## config.mk

```make
export PLATFORM = sky130hd
export DESIGN_NAME = wlsq_alu
export DESIGN_NICKNAME = d
export VERILOG_FILES = /design/src/rtl/core/wlsq_pkg.sv /design/src/rtl/core/wlsq_alu.sv
export SDC_FILE = /design/constraint.sdc
export NUM_CORES = 2
export LEC_CHECK = 0
export BUFFER_PORTS_ARGS = -buffer_cell sky130_fd_sc_hd__buf_2
export CORE_ASPECT_RATIO = 0.75
export CORE_MARGIN = 2
export CORE_UTILIZATION = 25
export DETAILED_ROUTE_END_ITERATION = 6
export HOLD_SLACK_MARGIN = 0.1
export PLACE_DENSITY = 0.5
export SETUP_SLACK_MARGIN = 0.5
export SYNTH_ARGS = -nofsm -noshare
export SYNTH_HDL_FRONTEND = slang
export SYNTH_SLANG_ARGS = --single-unit
```

## constraint.sdc

```tcl
create_clock -name clk -period 12.8 [get_ports clk]
set_input_delay 3.84 -clock clk [delete_from_list [all_inputs] [get_ports clk]]
set_output_delay 3.84 -clock clk [all_outputs]
set_load 0.02 [all_outputs]
```

## src/rtl/core/wlsq_pkg.sv

```systemverilog
package wlsq_pkg;

    // fixed point formats of the ports
    localparam int IN_FRAC  = 16;
    localparam int ACC_FRAC = 32;
    localparam int GRAD_W   = 64;

    typedef enum logic [1:0] {
        OP_CLEAR  = 2'd0,
        OP_ADD    = 2'd1,
        OP_INVERT = 2'd2,
        OP_APPLY  = 2'd3
    } opcode_t;

    typedef enum logic [1:0] {
        ALU_MUL  = 2'd0,
        ALU_DIV  = 2'd1,
        ALU_SQRT = 2'd2
    } alu_op_t;

    typedef enum logic [3:0] {
        S_IDLE,
        S_MUL_A,
        S_MUL_GO,
        S_MUL_WAIT,
        S_ROOT_GO,
        S_ROOT_WAIT,
        S_DIV_GO,
        S_DIV_WAIT,
        S_OUT
    } state_t;

    typedef struct packed {
        logic    start;
        alu_op_t op;
    } alu_req_t;

    typedef struct packed {
        logic busy;
        logic done;
    } alu_rsp_t;

    // one multiply-accumulate step of the microprogram
    typedef struct packed {
        logic [3:0] a_sel;
        logic [3:0] b_sel;
        logic       sub;
        logic       first;
        logic       last;
    } mac_t;

    // operand file: six entries, six cofactors, three vector components
    localparam logic [3:0] F_ENT = 4'd0;
    localparam logic [3:0] F_COF = 4'd6;
    localparam logic [3:0] F_VEC = 4'd12;

    localparam logic [3:0] ADD_SUMSQ_LAST = 4'd2;
    localparam logic [3:0] ADD_LAST       = 4'd8;
    localparam logic [3:0] INV_DET_LAST   = 4'd14;
    localparam logic [3:0] INV_DIV_LAST   = 4'd5;
    localparam logic [3:0] APPLY_LAST     = 4'd8;

    function automatic mac_t mk(input logic [3:0] a, input logic [3:0] b,
                                input logic sub, input logic first, input logic last);
        mac_t m;
        m.a_sel = a;
        m.b_sel = b;
        m.sub   = sub;
        m.first = first;
        m.last  = last;
        return m;
    endfunction

    // entry order a11 a22 a33 a21 a31 a32
    function automatic mac_t mac_entry(input opcode_t op, input logic [3:0] step);
        mac_t m;
        m = mk(F_ENT, F_ENT, 1'b0, 1'b1, 1'b1);
        case (op)
            OP_ADD:
            begin
                case (step)
                    4'd0:    m = mk(F_VEC, F_VEC, 1'b0, 1'b1, 1'b0);
                    4'd1:    m = mk(F_VEC + 4'd1, F_VEC + 4'd1, 1'b0, 1'b0, 1'b0);
                    4'd2:    m = mk(F_VEC + 4'd2, F_VEC + 4'd2, 1'b0, 1'b0, 1'b1);
                    4'd3:    m = mk(F_VEC, F_VEC, 1'b0, 1'b1, 1'b1);
                    4'd4:    m = mk(F_VEC + 4'd1, F_VEC + 4'd1, 1'b0, 1'b1, 1'b1);
                    4'd5:    m = mk(F_VEC + 4'd2, F_VEC + 4'd2, 1'b0, 1'b1, 1'b1);
                    4'd6:    m = mk(F_VEC, F_VEC + 4'd1, 1'b0, 1'b1, 1'b1);
                    4'd7:    m = mk(F_VEC, F_VEC + 4'd2, 1'b0, 1'b1, 1'b1);
                    4'd8:    m = mk(F_VEC + 4'd1, F_VEC + 4'd2, 1'b0, 1'b1, 1'b1);
                    default: m = mk(F_ENT, F_ENT, 1'b0, 1'b1, 1'b1);
                endcase
            end
            OP_INVERT:
            begin
                case (step)
                    4'd0:    m = mk(4'd1, 4'd2, 1'b0, 1'b1, 1'b0);
                    4'd1:    m = mk(4'd5, 4'd5, 1'b1, 1'b0, 1'b1);
                    4'd2:    m = mk(4'd0, 4'd2, 1'b0, 1'b1, 1'b0);
                    4'd3:    m = mk(4'd4, 4'd4, 1'b1, 1'b0, 1'b1);
                    4'd4:    m = mk(4'd0, 4'd1, 1'b0, 1'b1, 1'b0);
                    4'd5:    m = mk(4'd3, 4'd3, 1'b1, 1'b0, 1'b1);
                    4'd6:    m = mk(4'd4, 4'd5, 1'b0, 1'b1, 1'b0);
                    4'd7:    m = mk(4'd3, 4'd2, 1'b1, 1'b0, 1'b1);
                    4'd8:    m = mk(4'd3, 4'd5, 1'b0, 1'b1, 1'b0);
                    4'd9:    m = mk(4'd1, 4'd4, 1'b1, 1'b0, 1'b1);
                    4'd10:   m = mk(4'd4, 4'd3, 1'b0, 1'b1, 1'b0);
                    4'd11:   m = mk(4'd0, 4'd5, 1'b1, 1'b0, 1'b1);
                    4'd12:   m = mk(F_COF, 4'd0, 1'b0, 1'b1, 1'b0);
                    4'd13:   m = mk(F_COF + 4'd3, 4'd3, 1'b0, 1'b0, 1'b0);
                    4'd14:   m = mk(F_COF + 4'd4, 4'd4, 1'b0, 1'b0, 1'b1);
                    default: m = mk(F_ENT, F_ENT, 1'b0, 1'b1, 1'b1);
                endcase
            end
            OP_APPLY:
            begin
                case (step)
                    4'd0:    m = mk(4'd0, F_VEC, 1'b0, 1'b1, 1'b0);
                    4'd1:    m = mk(4'd3, F_VEC + 4'd1, 1'b0, 1'b0, 1'b0);
                    4'd2:    m = mk(4'd4, F_VEC + 4'd2, 1'b0, 1'b0, 1'b1);
                    4'd3:    m = mk(4'd3, F_VEC, 1'b0, 1'b1, 1'b0);
                    4'd4:    m = mk(4'd1, F_VEC + 4'd1, 1'b0, 1'b0, 1'b0);
                    4'd5:    m = mk(4'd5, F_VEC + 4'd2, 1'b0, 1'b0, 1'b1);
                    4'd6:    m = mk(4'd4, F_VEC, 1'b0, 1'b1, 1'b0);
                    4'd7:    m = mk(4'd5, F_VEC + 4'd1, 1'b0, 1'b0, 1'b0);
                    4'd8:    m = mk(4'd2, F_VEC + 4'd2, 1'b0, 1'b0, 1'b1);
                    default: m = mk(F_ENT, F_ENT, 1'b0, 1'b1, 1'b1);
                endcase
            end
            default: m = mk(F_ENT, F_ENT, 1'b0, 1'b1, 1'b1);
        endcase
        return m;
    endfunction

endpackage

```

## src/rtl/core/wlsq_alu.sv

```systemverilog
module wlsq_alu #(
    parameter int MW   = 196,
    parameter int MB_W = 64,
    parameter int SQ_N = 32
) (
    input  logic                clk,
    input  logic                rst_n,
    input  wlsq_pkg::alu_req_t  req,
    input  logic [MW-1:0]       a,
    input  logic [MW-1:0]       b,
    output wlsq_pkg::alu_rsp_t  rsp,
    output logic [MW-1:0]       res
);

    localparam int CNT_W = $clog2(MW + 1);

    logic                busy_reg, busy_next;
    logic                done_reg, done_next;
    wlsq_pkg::alu_op_t   kind_reg, kind_next;
    logic [CNT_W-1:0]    cnt_reg, cnt_next;
    logic [MW-1:0]       x_reg, x_next;
    logic [MW-1:0]       y_reg, y_next;
    logic [MW:0]         r_reg, r_next;
    logic [MW-1:0]       q_reg, q_next;

    always_comb
    begin
        logic [MW:0] rsh;
        logic [MW:0] trial;
        busy_next = busy_reg;
        done_next = 1'b0;
        kind_next = kind_reg;
        cnt_next  = cnt_reg;
        x_next    = x_reg;
        y_next    = y_reg;
        r_next    = r_reg;
        q_next    = q_reg;
        rsh       = '0;
        trial     = '0;
        if (req.start)
        begin
            busy_next = 1'b1;
            kind_next = req.op;
            x_next    = a;
            y_next    = b;
            r_next    = '0;
            q_next    = '0;
            case (req.op)
                wlsq_pkg::ALU_MUL:  cnt_next = CNT_W'(MB_W);
                wlsq_pkg::ALU_DIV:  cnt_next = CNT_W'(MW);
                wlsq_pkg::ALU_SQRT: cnt_next = CNT_W'(SQ_N);
                default:            cnt_next = CNT_W'(1);
            endcase
        end
        else if (busy_reg)
        begin
            case (kind_reg)
                wlsq_pkg::ALU_MUL:
                begin
                    // shift-add, one multiplier bit a cycle
                    if (y_reg[0])
                    begin
                        r_next = r_reg + {1'b0, x_reg};
                    end
                    x_next = x_reg << 1;
                    y_next = y_reg >> 1;
                end
                wlsq_pkg::ALU_DIV:
                begin
                    // restoring division, one quotient bit a cycle
                    rsh = {r_reg[MW-1:0], x_reg[MW-1]};
                    if (rsh >= {1'b0, y_reg})
                    begin
                        r_next = rsh - {1'b0, y_reg};
                        q_next = {q_reg[MW-2:0], 1'b1};
                    end
                    else
                    begin
                        r_next = rsh;
                        q_next = {q_reg[MW-2:0], 1'b0};
                    end
                    x_next = x_reg << 1;
                end
                wlsq_pkg::ALU_SQRT:
                begin
                    // digit-by-digit root, two radicand bits a cycle
                    rsh   = {r_reg[MW-2:0], x_reg[2*SQ_N-1 -: 2]};
                    trial = {q_reg[MW-2:0], 2'b01};
                    if (rsh >= trial)
                    begin
                        r_next = rsh - trial;
                        q_next = {q_reg[MW-2:0], 1'b1};
                    end
                    else
                    begin
                        r_next = rsh;
                        q_next = {q_reg[MW-2:0], 1'b0};
                    end
                    x_next = x_reg << 2;
                end
                default:
                begin
                    q_next = '0;
                end
            endcase
            cnt_next = cnt_reg - CNT_W'(1);
            if (cnt_reg == CNT_W'(1))
            begin
                busy_next = 1'b0;
                done_next = 1'b1;
            end
        end
    end

    always_ff @(posedge clk or negedge rst_n)
    begin
        if (!rst_n)
        begin
            busy_reg <= 1'b0;
            done_reg <= 1'b0;
            kind_reg <= wlsq_pkg::ALU_MUL;
            cnt_reg  <= '0;
        end
        else
        begin
            busy_reg <= busy_next;
            done_reg <= done_next;
            kind_reg <= kind_next;
            cnt_reg  <= cnt_next;
        end
    end

    always_ff @(posedge clk)
    begin
        x_reg <= x_next;
        y_reg <= y_next;
        r_reg <= r_next;
        q_reg <= q_next;
    end

    assign res      = (kind_reg == wlsq_pkg::ALU_MUL) ? r_reg[MW-1:0] : q_reg;
    assign rsp.busy = busy_reg;
    assign rsp.done = done_reg;

endmodule

```

# Word-level counts from Yosys, hierarchy flattened
# Cells that the tools add are included.
totals:
  regBits: 797
  in_bits: 397
classes:
  bitwise_logic: 1
  magnitude_cmp: 2
  addsub: 4
  eq_ne: 6
  reduce_logical: 11
  mux: 23
op_table:
  columns: ["operator", "n"]
  rows:
  - ["$mux W196", 6]
  - ["$mux W197", 3]
  - ["$pmux W197 S3", 1]
  - ["$pmux W196 S3", 1]
  - ["$pmux W196 S2", 1]
  - ["$add A197 B196 Y197", 1]
  - ["$ge A197 B196 Y1", 1]
  - ["$ge A197 B197 Y1", 1]
  - ["$sub A197 B196 Y197", 1]
  - ["$sub A197 B197 Y197", 1]
  - ["$pmux W8 S3", 1]
  - ["$mux W8", 2]
  - ["$eq A8 B1 Y1 const B", 1]
  - ["$mux W1", 8]
  - ["$sub A8 B1 Y8 const B", 1]
  - ["$reduce_and A2 Y1", 3]
  - ["$reduce_bool A3 Y1", 2]
  - ["$eq A2 B1 Y1 const B", 2]
  - ["$eq A2 B2 Y1 const B", 2]
  - ["$logic_not A2 Y1", 2]
  - ["$reduce_bool A2 Y1", 2]
  - ["$reduce_and A3 Y1", 1]
  - ["$ne A2 B2 Y1 const B", 1]
  - ["$reduce_or A2 Y1", 1]
  - ["$not A1 Y1", 1]

# Longest topological paths before layout
logic_depth:
  depth_word: 5
  ltp_mapped: 21

# Worst setup path before layout
# No wires, ideal clock.
synth_timing:
  kind: "input to register"
  start: "input port req[2] (netlist bit)"
  end: "register x_reg[0] (enable)"
  required_ps: 11230
  stages: 5
  setup_ps: 1570
  arrival_time_ps: 7806
  setup_slack_ps: 3424
  n_path_buf: 3
  cell_sequence: "clkbuf_1 inv_1 clkbuf_1 clkbuf_1 nand2_1"
synth_via:
  elab_chain_len: 2
  elab_cells_between_ends: 3
  classes_between: "3 x reduce/logical"
synth_rtl:
  columns: ["item", "line", "text"]
  rows:
  - ["from (decl)", "wlsq_alu.sv:8", "input wlsq_pkg::alu_req_t req,"]
  - ["$reduce_bool A3 Y1 (no source line) or $reduce_bool A2 Y1 (tied branches)", null, null]
  - ["$reduce_and A2 Y1 (no source line) *", null, null]
  - ["to (signal assigned)", "wlsq_alu.sv:135", "x_reg <= x_next;"]
  - ["to (decl)", "wlsq_alu.sv:21", "logic [MW-1:0] x_reg, x_next;"]
# Mark *: on every way between the ends. The rest lies on a longest branch, timed or not.
# A chain may end at the register's enable or synchronous reset.

# Final worst setup path
layout_timing:
  start: "register kind_reg[0]"
  end: "output port res[92]"
layout_via:
  elab_chain_len: 2
layout_rtl:
  columns: ["item", "line", "text"]
  rows:
  - ["from (decl)", "wlsq_alu.sv:19", "wlsq_pkg::alu_op_t kind_reg, kind_next;"]
  - ["from (signal assigned)", "wlsq_alu.sv:121", "kind_reg <= wlsq_pkg::ALU_MUL;"]
  - ["from (signal assigned)", "wlsq_alu.sv:128", "kind_reg <= kind_next;"]
  - ["$logic_not A2 Y1", "wlsq_alu.sv:141", "assign res = (kind_reg == wlsq_pkg::ALU_MUL) ? r_reg[MW-1:0] : q_reg;"]
  - ["$mux W196", "wlsq_alu.sv:141", null]
  - ["to (decl)", "wlsq_alu.sv:12", "output logic [MW-1:0] res"]
# No other way between the ends.

==> results.py <==
metrics = {
    "layout": {
        "area.sequential_sq_mm": 0.0199,
        "proportion_of_layout_cells_with_a_drive_suffix_above_1_pct": 8.88,
        "nNetsFinal": 12600,
        "final.fill_count": 36400,
        "postLayoutCellArea_sq_mm": 0.0924,
        "final_cell_count_no_fill": 16100,
        "final_util_pct": 28.2,
        "multi_input_comb_area_sq_mm": 0.0571,
        "syn_to_final_growth_pct": 12.7,
    },
    "synthesis": {
        "synth.cell_area_sq_mm": 0.0820,
        "synth_cell_type_count": 107,
        "seq_cells_post_synth": 796,
        "postSynthAreaPerCell_sq_um": 7.13,
        "synth_edf_count": 392,
        "synth-seq-area-share_pct": 24.3,
        "yosys_most_used_dff": "sky130_fd_sc_hd__edfxtp_1",
        "synth_top_cells_by_area": "sky130_fd_sc_hd__edfxtp_1, sky130_fd_sc_hd__o21ai_0, sky130_fd_sc_hd__dfxtp_1",
        "synth.top_cell.area_share_pct": 14.4,
        "ys_warn_count": 0,
        "ys_async_sr_fraction_pct": 1.51,
        "synthDominantAreaCellType": "sky130_fd_sc_hd__edfxtp_1",
        "postSynthCellCount": 11500,
        "postSynthNetCount": 12500,
    },
    "timing": {
        "post-route-period-util_pct": 62.4,
        "setup_viol": 0,
        "finalHoldViolations": 0,
        "setup-tns-final_ns": 0,
        "final.min_clock_period_ns": 7.99,
        "upper_clock_frequency_limit_mhz": 125,
        "worst_slew_margin_relative_to_its_limit_pct": -7.52,
        "fin_worst_skew_ns": 0.0902,
        "rsz0062_at_grt": "false",
        "report.final.slew_viol_count": 3,
        "worst_pin_slew_ns": 1.60,
    },
    "route": {
        "route.detailed.vias_per_inst": 5.75,
        "drt_pre_antenna_iters": 6,
        "num_vias": 92400,
        "wl_per_cell_microns": 29.4,
        "drt.antenna.violating_nets": 0,
        "detail_route.wirelength_mm": 472,
        "final_routed_drc_violation_total": 0,
        "initialDrtViolationCount": 12900,
    },
    "floorplanning": {
        "pin_count": 595,
        "floorplan.die.width_microns": 665,
        "rows": 182,
        "core_area_sq_mm": 0.327,
        "die_area_sq_mm": 0.333,
        "chipHeight_microns": 500,
        "effective_utilization_at_floorplan_pct": 25.1,
    },
    "worst_setup_path": {
        "timing.critical_path.to_type": "output port",
        "worstPathMaxFanout": 99,
        "criticalPathCategory": "flop to output port",
        "arrival_ns": 4.15,
        "crit_path_start_kind": "flop",
        "worst-endpoint-required_ns": 8.96,
    },
    "clock_network": {
        "clk_pin_slew_worst_paths_ns": 0.09,
        "ctsHoldBuffers": 0,
        "htreeDepth": 3,
        "clkSinkCount": 796,
        "cts_tree": "built",
        "cts_buf_count": 97,
        "cts_buffer_depth": 3,
        "clock_insertion_delay_worst_skew_ns": 0.82,
        "cts-resized-gates": 0,
        "cts-root-buf": "sky130_fd_sc_hd__clkbuf_16",
        "post-cts-setup-buffers": 0,
    },
    "pwr": {
        "power.share.switching_pct": 58.8,
        "peakVddDrop_uv": 218,
        "power_density_mw_per_mm2": 261,
        "intPower_mw": 9.95,
        "power_frac_comb_pct": 70.6,
        "cellLeakagePower_nw": 36.1,
        "clock_power_share_pct": 12.8,
        "sw_pwr_mw": 14.2,
        "share_seq_of_total_power_pct": 16.6,
    },
    "global_routing": {
        "via_count_of_the_first_global_routing_pass": 82000,
        "grt_first_pass_wirelength_mm": 644,
        "gr-total-overflow": 0,
        "antenna_found_initial": 52,
        "grt.total_usage_pct": 26.9,
        "largest_net_degree_at_the_start_of_global_routing": 250,
    },
    "placed_design": {
        "postPlaceCellArea_sq_mm": 0.0890,
        "portBuffers": 594,
        "dp_hpwl_mm": 392,
        "place_congestion": 1.05,
        "placedCellCount": 15900,
    },
    "flow_run": {
        "max_cap_violation_count": 1,
    },
    "outcome": {
        "violated_checks": "max-capacitance violations, max-slew violations",
        "status": "finished, violations left",
    },
    "hold_path": {
        "timing.hold.worst.class": "flop to flop",
    },
}
[path summary, 6_finish.rpt]
check	startpoint	endpoint	slack [ns]	depth (start not counted)
worst max-delay path	kind_reg[0]$_DFFE_PN0P_	res[92]	4.81	6
worst min-delay path	q_reg[187]$_SDFFE_PP0P_	q_reg[188]$_SDFFE_PP0P_	0.47	2
worst max register to register	x_reg[41]$_DFFE_PP_	r_reg[186]$_SDFFE_PP0P_	5.81	15
worst min register to register	q_reg[187]$_SDFFE_PP0P_	q_reg[188]$_SDFFE_PP0P_	0.47	2
max in group asynchronous	rst_n	kind_reg[1]$_DFFE_PN0P_	9.44	1
min in group asynchronous	rst_n	cnt_reg[4]$_DFFE_PN0P_	3.00	1
[critical path, stage by stage, from the launching register on]
cell and delay, ns:
sky130_fd_sc_hd__dfrtp_1 0.42, sky130_fd_sc_hd__inv_1 0.20, sky130_fd_sc_hd__ha_4 0.63, sky130_fd_sc_hd__buf_4 0.62, sky130_fd_sc_hd__buf_4 0.74, sky130_fd_sc_hd__o21ai_0 0.33, sky130_fd_sc_hd__buf_2 0.24
[power by group through the flow]
stage	registers (mW)	clock network [mW]	logic, mW
2_1_floorplan	3.57	0	10.4
3_3_place_gp	3.98	0	16.2
3_5_place_dp	3.98	0	16.1
4_1_cts	3.93	3.13	16.2
5_1_grt	4.00	3.21	17.9
6_report	4.01	3.08	17.0
[cell usage in the layout, fill, tap and decap left out, types with 46 or more instances in the layout]
cell / synthesis / layout
sky130_fd_sc_hd__nor4_1: 86 / 85
sky130_fd_sc_hd__buf_2: 103 / 593
sky130_fd_sc_hd__nor2_1: 921 / 916
sky130_fd_sc_hd__o21bai_1: 187 / 187
sky130_fd_sc_hd__edfxtp_1: 392 / 392
sky130_fd_sc_hd__o21ai_0: 1598 / 1596
sky130_fd_sc_hd__o31ai_1: 63 / 62
sky130_fd_sc_hd__dfxtp_1: 392 / 392
sky130_fd_sc_hd__xnor2_1: 336 / 336
sky130_fd_sc_hd__ha_1: 594 / 591
sky130_fd_sc_hd__o21a_1: 113 / 112
sky130_fd_sc_hd__inv_1: 609 / 607
sky130_fd_sc_hd__nand2_1: 1672 / 1668
sky130_fd_sc_hd__a211oi_1: 124 / 123
sky130_fd_sc_hd__a22oi_1: 220 / 220
sky130_fd_sc_hd__mux2i_1: 216 / 216
sky130_fd_sc_hd__clkbuf_16: 0 / 99
sky130_fd_sc_hd__xor2_1: 219 / 219
sky130_fd_sc_hd__buf_4: 3 / 152
sky130_fd_sc_hd__a21boi_0: 56 / 55
sky130_fd_sc_hd__or3_1: 46 / 46
sky130_fd_sc_hd__nand2b_1: 63 / 62
sky130_fd_sc_hd__a21oi_1: 1187 / 1186
sky130_fd_sc_hd__a21o_1: 210 / 210
sky130_fd_sc_hd__nor3_1: 208 / 208
sky130_fd_sc_hd__nand4_1: 330 / 330
sky130_fd_sc_hd__nand3_1: 119 / 119
sky130_fd_sc_hd__o22ai_1: 48 / 48
sky130_fd_sc_hd__a31oi_1: 70 / 70
sky130_fd_sc_hd__a221oi_1: 157 / 157
[metrics by stage]
stage / setup WS [ns] / hold WS [ns] / power [mW]
floorplan: 3.42 / 0.474 / 14.0
global placement: 5.59 / 0.501 / 20.2
detailed placement: 5.58 / 0.509 / 20.1
CTS: 4.76 / 0.478 / 23.3
global route: 4.54 / 0.518 / 25.1
finish: 4.81 / 0.469 / 24.1
[cell families (layout without fill, tap and decap cells)]
| kind of cell | after synthesis | in the layout | share of synthesized area (%) |
|---|---|---|---|
| xor+xnor | 555 | 555 | 5.93 |
| buf+inv | 1339 | 1545 | 6.33 |
| compound gates | 4363 | 4363 | 32.1 |
| other cells | 0 | 26 | 0 |
| mux | 231 | 231 | 2.84 |
| fa+ha+maj | 596 | 596 | 9.11 |
| flops | 796 | 796 | 24.3 |
| simple gates | 3625 | 3625 | 19.4 |
[per-layer routing]
layer  wire length (microns)  track usage (%)
met1                  225000             41.7
met5                     410                0
met2                  170000             34.0
met4                   15600             7.61
met3                   61500             8.69
[synthesized netlist by cell type, types with 33 or more instances]
cell type	n
sky130_fd_sc_hd__mux2i_1	216
sky130_fd_sc_hd__o21bai_1	187
sky130_fd_sc_hd__a211oi_1	124
sky130_fd_sc_hd__o21a_1	113
sky130_fd_sc_hd__a22oi_1	220
sky130_fd_sc_hd__o21ai_0	1598
sky130_fd_sc_hd__edfxtp_1	392
sky130_fd_sc_hd__nand2b_1	63
sky130_fd_sc_hd__buf_2	103
sky130_fd_sc_hd__o211ai_1	39
sky130_fd_sc_hd__nand2_1	1672
sky130_fd_sc_hd__a221oi_1	157
sky130_fd_sc_hd__xor2_1	219
sky130_fd_sc_hd__xnor2_1	336
sky130_fd_sc_hd__a21boi_0	56
sky130_fd_sc_hd__o21ai_1	41
sky130_fd_sc_hd__nand4_1	330
sky130_fd_sc_hd__a21o_1	210
sky130_fd_sc_hd__o31ai_1	63
sky130_fd_sc_hd__dfxtp_1	392
sky130_fd_sc_hd__ha_1	594
sky130_fd_sc_hd__o22ai_1	48
sky130_fd_sc_hd__clkbuf_1	583
sky130_fd_sc_hd__or3_1	46
sky130_fd_sc_hd__buf_1	33
sky130_fd_sc_hd__nor2_1	921
sky130_fd_sc_hd__nor3_1	208
sky130_fd_sc_hd__inv_1	609
sky130_fd_sc_hd__a31oi_1	70
sky130_fd_sc_hd__a21oi_1	1187
sky130_fd_sc_hd__nor4_1	86
sky130_fd_sc_hd__nand3_1	119
[final cells by class]
type | instances | share of cell area, %
multi-input combinational | 9370 | 61.8
clock inverter | 60 | 0.807
tap | 4324 | 5.86
sequential | 796 | 21.6
inverter | 610 | 2.48
clock buffer | 122 | 2.84
timing repair buffer | 753 | 4.62
antenna | 26 | 0.0704
(Power assumes the default switching activity.)
